===== src/rtl/rv32_pkg.sv =====
// ----------------------------------------------------------------------------
// RV32IM executor package
// Codes, state types and controller/datapath link structs.
// ----------------------------------------------------------------------------
package rv32_pkg;

  localparam logic [6:0] OP_LUI    = 7'h37;
  localparam logic [6:0] OP_AUIPC  = 7'h17;
  localparam logic [6:0] OP_JAL    = 7'h6F;
  localparam logic [6:0] OP_JALR   = 7'h67;
  localparam logic [6:0] OP_BRANCH = 7'h63;
  localparam logic [6:0] OP_IMM    = 7'h13;
  localparam logic [6:0] OP_REG    = 7'h33;
  localparam logic [6:0] OP_STORE  = 7'h23;
  localparam logic [6:0] OP_LOAD   = 7'h03;
  localparam logic [6:0] OP_SYSTEM = 7'h73;

  localparam logic [6:0] F7_BASE = 7'h00;
  localparam logic [6:0] F7_ALT  = 7'h20;
  localparam logic [6:0] F7_MULDIV = 7'h01;

  localparam logic [1:0] FN_EXEC   = 2'd0;
  localparam logic [1:0] FN_LOAD   = 2'd1;
  localparam logic [1:0] FN_RESUME = 2'd2;

  localparam logic [2:0] ST_DONE    = 3'd0;
  localparam logic [2:0] ST_LOAD    = 3'd1;
  localparam logic [2:0] ST_ECALL   = 3'd2;
  localparam logic [2:0] ST_HALTED  = 3'd3;
  localparam logic [2:0] ST_ILLEGAL = 3'd4;

  localparam logic [4:0] REG_A0 = 5'd10;
  localparam logic [4:0] REG_A7 = 5'd17;

  typedef enum logic [1:0] {
    M_RUN   = 2'd0,
    M_LOAD  = 2'd1,
    M_ECALL = 2'd2,
    M_HALT  = 2'd3
  } mode_t;

  typedef enum logic [2:0] {
    S_IDLE,
    S_READ,
    S_MUL,
    S_DIV,
    S_COMMIT
  } state_t;

  typedef struct packed {
    logic capture;
    logic mul_en;
    logic div_start;
    logic div_step;
    logic commit;
  } dp_cmd_t;

  typedef struct packed {
    logic is_mul;
    logic is_div;
    logic div_last;
    logic out_busy;
  } dp_sts_t;

endpackage


===== src/rtl/rv32_ctrl.sv =====
// ----------------------------------------------------------------------------
// RV32IM executor controller
// Sequences register read, multiply, divide iterations and result commit.
// ----------------------------------------------------------------------------
module rv32_ctrl import rv32_pkg::*; (
  input  logic    clk,
  input  logic    rst,
  input  logic    in_valid,
  output logic    in_stall,
  input  dp_sts_t sts,
  output dp_cmd_t cmd
);

  state_t state, state_next;

  always_ff @(posedge clk) begin
    if (rst) begin
      state <= S_IDLE;
    end else begin
      state <= state_next;
    end
  end

  always_comb begin
    state_next = state;
    unique case (state)
      S_IDLE:   if (in_valid) state_next = S_READ;
      S_READ: begin
        if (sts.is_mul) state_next = S_MUL;
        else if (sts.is_div) state_next = S_DIV;
        else state_next = S_COMMIT;
      end
      S_MUL:    state_next = S_COMMIT;
      S_DIV:    if (sts.div_last) state_next = S_COMMIT;
      S_COMMIT: if (!sts.out_busy) state_next = S_IDLE;
      default:  state_next = S_IDLE;
    endcase
  end

  always_comb begin
    cmd      = '0;
    in_stall = 1'b1;
    unique case (state)
      S_IDLE: begin
        in_stall    = 1'b0;
        cmd.capture = in_valid;
      end
      S_READ:   cmd.div_start = sts.is_div;
      S_MUL:    cmd.mul_en = 1'b1;
      S_DIV:    cmd.div_step = 1'b1;
      S_COMMIT: cmd.commit = !sts.out_busy;
      default:  cmd = '0;
    endcase
  end

endmodule


===== config.mk =====
export PLATFORM = sky130hd
export DESIGN_NAME = rv32_ctrl
export DESIGN_NICKNAME = d
export VERILOG_FILES = /design/src/rtl/rv32_pkg.sv /design/src/rtl/rv32_ctrl.sv
export SDC_FILE = /design/constraint.sdc
export NUM_CORES = 1
export LEC_CHECK = 0
export ABC_AREA = 1
export ABC_CLOCK_PERIOD_IN_PS = 900
export BUFFER_PORTS_ARGS = -buffer_cell sky130_fd_sc_hd__clkbuf_2
export CAP_MARGIN = 40
export CORE_AREA = 2 2 39 41
export DETAILED_ROUTE_END_ITERATION = 6
export DIE_AREA = 0 0 41 43
export PLACE_DENSITY = 0.37
export SLEW_MARGIN = 10
export SYNTH_ARGS = -nofsm -noshare
export SYNTH_HDL_FRONTEND = slang
export SYNTH_SLANG_ARGS = --single-unit

===== constraint.sdc =====
create_clock -name clk -period 0.9 [get_ports clk]
set_input_delay 0.045 -clock clk [delete_from_list [all_inputs] [get_ports clk]]
set_output_delay 0.045 -clock clk [all_outputs]
set_load 0.1 [all_outputs]

==> impl_metrics.toml, run 1 <==
[final_layout]
largest_reg_flops = 3
diodes = 0
fillers = 143
final_util_pct = 44.48
area_delta_synth_final_pct = 171.8
drive_above_1_share_pct = 64.62
layout_common_cells = "inv_1, buf_6, clkbuf_2, buf_12, nor2_4"
reg.largest.list = "state x3"
top_register = "state"
fin_nets = 73

[run_status]
status = "finished, violations left"
violations = "setup timing"

[timing]
setup_violations = 9
fin_crit_sh_pct = 128.7
min_period_ps = 1158
hold_ws_ps = 179.2
hold_viol = 0
rsz0062_at_grt = "yes"
report.final.slew_viol_count = 0
worst_pin_slew_ps = 177.8
setup_ws_ps = -258.1
fmax_ghz = 0.8635
finClkSkew_ps = 3.279
relSlewSlack_pct = 88.04

[worst_setup_path]
worst_setup_path_start_kind = "flop"
crit_required_ps = 850
cp-end-kind = "primary output"
worstSetupPathType = "flop to primary output"
cp_max_fo = 6
cp.arrival_ps = 1110

[routing]
drc = 0
drt_iter0_markers = 8
dr.pass1.iters = 4
drtAntennaViolNets = 0
wire_per_inst_um = 7.901
via_per_inst = 4.074
vias = 330
drt-total-wl_um = 640

[power_and_ir_drop]
combPwrFrac_pct = 77.5
seqPwrFrac_pct = 12.6
clkPwrFrac_pct = 10.0
leakagePower_nw = 0.2933
ir_worst_vdd_v = 0.002928
powerDensity_nw_per_um2 = 3872
switching_share_pct = 51.87
internal_power_w = 0.001147
p_switching_w = 0.001236

[synthesis]
yosysSeqAreaShare_pct = 26.52
postSynthCellCount = 37
synthesis.area_um2 = 226.5
syn_avg_cell_area_um2 = 6.121
ys_ff_latch = 3
yosys_warnings = 0
ys_types = 14
synth_nets = 44

[job]
drv_cap = 0

[min_path]
hold_class = "input port to flop"

[floorplanning]
die_w_um = 41
core_um2 = 1384
dieHeight_um = 43
initial_utilization_pct = 16.37
fp-row-count = 14
dieArea_um2 = 1763
io_pins = 13

[place]
dpl.hpwl_um = 509.7
place.gp.congestion = 0.7304
numPortBuffers = 12

[cts]
clkLatencyLatePin_ps = 230
h-tree-depth = 1
clockBufferDepth = 2
clkSlewWorstSetupHoldPaths_ps = 40
cts_buffers = 3
root_buffer = "clkbuf_4"
cts.sinks = 3
cts_tree = "built"

[grt]
grt_first_pass_wirelength_um = 1076
antenna_found_initial = 0
track_usage_pct = 9.519
grt_max_degree = 7
grt_pass1_vias = 306
globalRouteOverflowTotal = 0
==> area by class of cell <==
class / count / area (um^2) / share of cell area, %
Multi-Input combinational cell: 27 / 205.2 / 33.33
Sequential cell: 3 / 68.82 / 11.18
Tap cell: 16 / 20.02 / 3.252
Inverter: 7 / 26.28 / 4.268
Timing Repair Buffer: 24 / 269.0 / 43.70
Clock buffer: 4 / 26.28 / 4.268
==> worst max-delay path, cell delays in order (launching register included) <==
cell and delay, ps:
dfxtp_4 360, nor2_4 140, nand2_2 90, nor2_4 100, buf_12 180
==> timing repair <==
item,CTS,global route
pin swaps,9,3
gates resized for setup,12,0
buffers inserted,4,1
hold endpoints to repair,1,0
setup endpoints to repair,9,9
hold buffers,1,0
==> kinds of logic after synthesis <==
family,after synthesis,share of synthesized area [%]
buffers and inverters,7,11.60
AO/OA/AOI/OAI,4,11.60
flip-flops,3,26.52
AND/OR/NAND/NOR,23,50.28
==> metrics by stage <==
stage / TNS, ps / total power, W / setup slack (ps) / instances / cell area (um^2)
finish: -1920 / 0.002384 / -258.1 / 81 / 615.6
detailed placement: -799.0 / 0.001932 / -163.5 / 71 / 500.5
global route: -2422 / 0.002510 / -326.3 / 81 / 615.6
global placement: -787.5 / 0.001937 / -156.2 / 71 / 500.5
CTS: -2030 / 0.002373 / -268.9 / 80 / 608.1
floorplan: -2965 / 0.001345 / -522.6 / 37 / 285.3
==> path summary, 6_finish.rpt <==
kind                                       startpoint               endpoint  slack [ps]  cells past startpoint
worst max register to register  state[2]$_SDFFE_PP0P_  state[0]$_SDFFE_PP0P_        -240                      8
worst min-delay path                           sts[1]  state[1]$_SDFFE_PP0P_         180                      5
worst min register to register  state[2]$_SDFFE_PP0P_  state[2]$_SDFFE_PP0P_         640                      3
worst max-delay path            state[2]$_SDFFE_PP0P_                 cmd[2]        -260                      4
==> power by group through the flow <==
stage               Combinational (W)  Sequential (W)  Clock (W)
detailed placement            0.00164        0.000292          0
finish                        0.00185        0.000300   0.000238
global placement              0.00164        0.000293          0
floorplan                     0.00104        0.000301          0
global route                  0.00193        0.000310   0.000265
CTS                           0.00183        0.000300   0.000246
==> metal layers <==
layer	track usage (%)	wire length, um	share of wire (%)
met3	3.665	38	5.9
met5	0	0	0
met2	15.00	333	52
met1	8.946	268	42
met4	8.000	0	0
==> synth_stat cells <==
cell,instances,area (um^2)
nor3_1,1,5.000
nand3b_1,1,7.510
nand3_1,2,10.01
a21boi_0,1,7.510
dfxtp_1,3,60.06
a21oi_1,1,5.000
nand2_2,1,6.260
inv_1,7,26.28
nand3_2,2,20.02
nor2_1,7,26.28
o21bai_1,1,7.510
nor2_2,2,12.51
nand2_1,7,26.28
o22ai_1,1,6.260
(Power assumes the default switching activity.)
==> run 2, diff against run 1 <==
Settings changed: PLACE_DENSITY 0.37 to 0.4.
==> run 2 against run 1 <==
- the run still ends with setup timing left
- highest routed layer unchanged
- final cell count decreased by 1.2%
- sequential share of layout area decreased by 0.33 points
- power increased by 6.5%
- die area unchanged
- count of clock-buffer cells in the layout unchanged
- critical path type unchanged
- worst hold slack improved by 11 ps
- sequential power increased by 4%
==> impl_metrics.toml, run 2 (synthesis results as in run 1) <==
[worst_setup_path]
worst_setup_path_start_kind = "flop"
max_stage_delay_ps = 340
worst-r2r-cell-count = 7
cp-end-kind = "primary output"
cp_slowest_cell = "dfxtp_2"
crit_chain = "nor2_4 > nand2_4 > nor2_4 > buf_12"
cp_max_fo = 4
reg2reg_from = "state[1]$_SDFFE_PP0P_"
crit_required_ps = 850
cp-endpoint = "cmd[4]"
worstSetupPathType = "flop to primary output"
path_common_cell = "nor2_4"
ff2ff_setup_slack_ps = -170
cp.arrival_ps = 1110
worstSetupStartpoint = "state[1]$_SDFFE_PP0P_"
worst_r2r_endpoint = "state[0]$_SDFFE_PP0P_"

[final_layout]
area_delta_synth_final_pct = 180.1
multi_input_area_um2 = 214.0
fin_nets = 72
diodes = 0
drive_above_1_share_pct = 67.19
final_common_cell = "buf_12"
final_util_pct = 45.84
final_cells = 80
fillers = 131
reg.largest.list = "state x3"
ff_latch_area_um2 = 68.82
layout_common_cells = "buf_12, inv_1, clkbuf_2, nor2_4, buf_6"
design_area_um2 = 634.4
largest_reg_flops = 3
top_register = "state"

[cts]
root_buffer = "clkbuf_4"
cts.sinks = 3
clkSlewWorstSetupHoldPaths_ps = 40
clkLatencyLatePin_ps = 230
cts_tree = "built"
h-tree-depth = 1
clockBufferDepth = 2
cts_buffers = 3

[floorplanning]
io_pins = 13
dieHeight_um = 43
fp-row-count = 14
dieArea_um2 = 1763
core_um2 = 1384
initial_utilization_pct = 16.37
die_w_um = 41

[routing]
dr.pass1.iters = 4
drc = 0
via_per_inst = 4.013
drt-total-wl_um = 715
drtAntennaViolNets = 0
drt_iter0_markers = 5
wire_per_inst_um = 8.938
vias = 321

[timing]
relSlewSlack_pct = 88.77
rsz0062_at_grt = "yes"
setup_ws_ps = -257.5
fmax_ghz = 0.8640
setup_violations = 9
fin_crit_sh_pct = 128.6
report.final.slew_viol_count = 0
finClkSkew_ps = 2.477
min_period_ps = 1157
hold_viol = 0
worst_pin_slew_ps = 168.0

[place]
numPortBuffers = 12
placed_cells_incl_taps = 71
place.gp.congestion = 0.7399
dpl-instance-area_um2 = 525.5
dpl.hpwl_um = 537.5

[grt]
grt_first_pass_wirelength_um = 1380
grt_pass1_vias = 365
globalRouteOverflowTotal = 0
antenna_found_initial = 0
grt_max_degree = 6
track_usage_pct = 11.74

[job]
drv_cap = 0

[power_and_ir_drop]
ir_worst_vdd_v = 0.003223
finalPower_w = 0.002539
leakagePower_nw = 0.2975
powerDensity_nw_per_um2 = 4003

[run_status]
violations = "setup timing"
status = "finished, violations left"

[min_path]
hold_class = "input port to flop"
==> run 2: timing repair <==
action,in CTS,in global routing
setup buffers,4,0
hold endpoints to repair,1,0
endpoints found under the setup margin,9,9
gates resized for setup,12,1
pin swaps,11,2
hold buffers,1,0
==> run 2: power breakdown <==
part	total [W]	switching, W	internal, W	leakage, nW
Clock	0.000234	0.0000682	0.000166	0.0150
Combinational	0.00199	0.00111	0.000879	0.256
Sequential	0.000312	0.000102	0.000209	0.0264
Total	0.00254	0.00128	0.00125	0.297
==> run 2: worst min path at each step <==
stage / from / end / slack [ps] / cells past startpoint
3_3_place_gp: rst / state[1]$_SDFFE_PP0P_ / 240 / 2
2_1_floorplan: rst / state[1]$_SDFFE_PP0P_ / 110 / 1
3_5_place_dp: rst / state[1]$_SDFFE_PP0P_ / 230 / 2
6_report: sts[1] / state[1]$_SDFFE_PP0P_ / 190 / 5
5_1_grt: sts[1] / state[1]$_SDFFE_PP0P_ / 200 / 5
4_1_cts: sts[1] / state[1]$_SDFFE_PP0P_ / 170 / 5
==> run 2: stage by stage <==
| step | setup TNS, ps | setup slack (ps) | hold slack (ps) |
|---|---|---|---|
| after global placement | -879.5 | -164.1 | 235.1 |
| after floorplan | -2965 | -522.6 | 106.7 |
| after detailed placement | -922.4 | -176.8 | 231.2 |
| after global routing | -2453 | -309.7 | 196.9 |
| final | -1884 | -257.5 | 189.9 |
| after CTS | -2040 | -268.2 | 173.2 |
==> run 2: cell type report <==
type,instances,area share (%)
tap,16,3.156
clock buffer,4,4.142
multi-input combinational,27,33.73
sequential,3,10.85
timing repair buffer,23,43.98
inverter,7,4.142
==> run 2: critical path: cells and delay by family, from the launching register on <==
family                 cells  cell delay [ps]
buffers and inverters      1              180
DFF                        1              340
and+or+nand+nor            3              360
==> run 2: per-layer routing <==
metal / wire (um) / part of all wire (%) / GRT usage, % / vias up
li1: - / - / - / 171
met1: 277 / 39 / 11.54 / 140
met2: 394 / 55 / 19.38 / 10
met3: 43 / 6.0 / 6.806 / 0
met4: 0 / 0 / 4.000 / 0
met5: 0 / 0 / 0 / -
==> run 3, diff against run 2 <==
Settings changed: HOLD_SLACK_MARGIN from default to 0.1, MAX_ROUTING_LAYER from default to met4.
==> run 3 against run 2 <==
- the flow still finishes with violations (setup timing)
- wire length is 0.42% higher
- combinational power hardly changed
- global-route usage is 0.29 points higher
- flip-flop and latch count stayed put
- utilization stayed put
- first-iteration DRC count stayed put
- worst setup slack worse by 1.9 ps
- clock skew hardly changed
- largest power group unchanged
- highest routed layer unchanged
==> impl_metrics.toml, run 3 (synthesis results as in run 1) <==
[run_status]
status = "finished, violations left"
violations = "setup timing"

[worst_setup_path]
cp-end-kind = "primary output"
crit_chain = "nor2_4 > nand2_4 > nor2_4 > buf_12"
worstSetupStartpoint = "state[1]$_SDFFE_PP0P_"
cp.arrival_ps = 1110
cp_max_fo = 4
cp_slowest_cell = "dfxtp_2"
worst_r2r_endpoint = "state[0]$_SDFFE_PP0P_"
worst_setup_path_start_kind = "flop"
worstSetupPathType = "flop to primary output"
crit_required_ps = 850
cp-endpoint = "cmd[4]"
worst-r2r-cell-count = 7
max_stage_delay_ps = 340
path_common_cell = "nor2_4"
ff2ff_setup_slack_ps = -170
reg2reg_from = "state[1]$_SDFFE_PP0P_"

[routing]
via_per_inst = 4.038
wire_per_inst_um = 8.975
drtAntennaViolNets = 0
drt-total-wl_um = 718
drc = 0
vias = 323
drt_iter0_markers = 5
dr.pass1.iters = 4

[timing]
fin_crit_sh_pct = 128.8
rsz0062_at_grt = "yes"
setup_violations = 9
relSlewSlack_pct = 88.77
fmax_ghz = 0.8626
hold_viol = 0
worst_pin_slew_ps = 168.0
report.final.slew_viol_count = 0
finClkSkew_ps = 2.186
hold_ws_ps = 188.4
setup_ws_ps = -259.3
min_period_ps = 1159

[place]
place_ws_ps = -176.8
numPortBuffers = 12
place.gp.congestion = 0.7491
dpl.hpwl_um = 537.5

[final_layout]
layout_common_cells = "buf_12, inv_1, clkbuf_2, nor2_4, buf_6"
drive_above_1_share_pct = 67.19
area_delta_synth_final_pct = 180.1
reg.largest.list = "state x3"
fin_nets = 72
final_common_cell = "buf_12"
diodes = 0
largest_reg_flops = 3
top_register = "state"

[power_and_ir_drop]
powerDensity_nw_per_um2 = 4006
ir_worst_vdd_v = 0.003224
leakagePower_nw = 0.2975

[grt]
track_usage_pct = 12.02
globalRouteOverflowTotal = 0
grt_max_degree = 6
grt_pass1_vias = 364
grt_first_pass_wirelength_um = 1380
antenna_found_initial = 0

[cts]
cts_tree = "built"
clockBufferDepth = 2
cts.sinks = 3
clkLatencyLatePin_ps = 230
cts_buffers = 3
clkSlewWorstSetupHoldPaths_ps = 40
h-tree-depth = 1
root_buffer = "clkbuf_4"

[floorplanning]
initial_utilization_pct = 16.37
io_pins = 13
dieArea_um2 = 1763
dieHeight_um = 43
core_um2 = 1384
die_w_um = 41
fp-row-count = 14

[job]
drv_cap = 0

[min_path]
hold_class = "input port to flop"
run 3: cell counts in the layout (fill, tap and decap cells not counted):
Identical to the previous run, type by type.
run 3: metal layers:
| metal | GRT usage, % | up-vias | wire, um |
|---|---|---|---|
| li1 | - | 171 | - |
| met1 | 11.54 | 140 | 274 |
| met2 | 19.38 | 12 | 396 |
| met3 | 6.806 | 0 | 47 |
| met4 | 4.000 | 0 | 0 |
| met5 | - | - | 0 |
run 3: power breakdown:
group          total [W]  internal, W  switching, W  leakage, nW
Sequential      0.000312     0.000209      0.000102       0.0264
Clock           0.000236     0.000166     0.0000701       0.0150
Combinational    0.00199     0.000879       0.00111        0.256
run 3: cell type report:
type,instances,area (um^2)
Clock buffer,4,26.28
Fill cell,131,749.5
Inverter,7,26.28
Multi-Input combinational cell,27,214.0
Sequential cell,3,68.82
Tap cell,16,20.02
Timing Repair Buffer,23,279.0
run 3: critical path: cells and delay by family (launching register included):
family                 cells  cell delay [ps]
and+or+nand+nor            3              360
buffers and inverters      1              180
DFF                        1              340
run 3: stage by stage:
step	area, um^2	std cells	power (W)	setup TNS [ps]	utilization, %
after floorplan	285.3	37	0.001345	-2965	-
after global placement	525.5	71	0.002117	-879.5	37.97
after detailed placement	525.5	71	0.002116	-922.4	37.97
after CTS	631.9	80	0.002546	-2040	45.66
after global routing	634.4	80	0.002685	-2453	45.84
final	634.4	80	0.002541	-1896	45.84
run 3: worst min-delay path by stage:
stage	from	to	slack, ps	cells after the start
final	sts[1]	state[1]$_SDFFE_PP0P_	190	5
after global routing	sts[1]	state[1]$_SDFFE_PP0P_	200	5
after CTS	sts[1]	state[1]$_SDFFE_PP0P_	170	5
after detailed placement	rst	state[1]$_SDFFE_PP0P_	230	2
after global placement	rst	state[1]$_SDFFE_PP0P_	240	2
after floorplan	rst	state[1]$_SDFFE_PP0P_	110	1
run 3: timing repair:
action / in CTS / in global routing
hold buffers: 1 / 0
setup buffers: 4 / 0
pin swaps: 11 / 2
setup endpoints to repair: 9 / 9
resized for setup: 12 / 1
endpoints found under the hold margin: 3 / 0
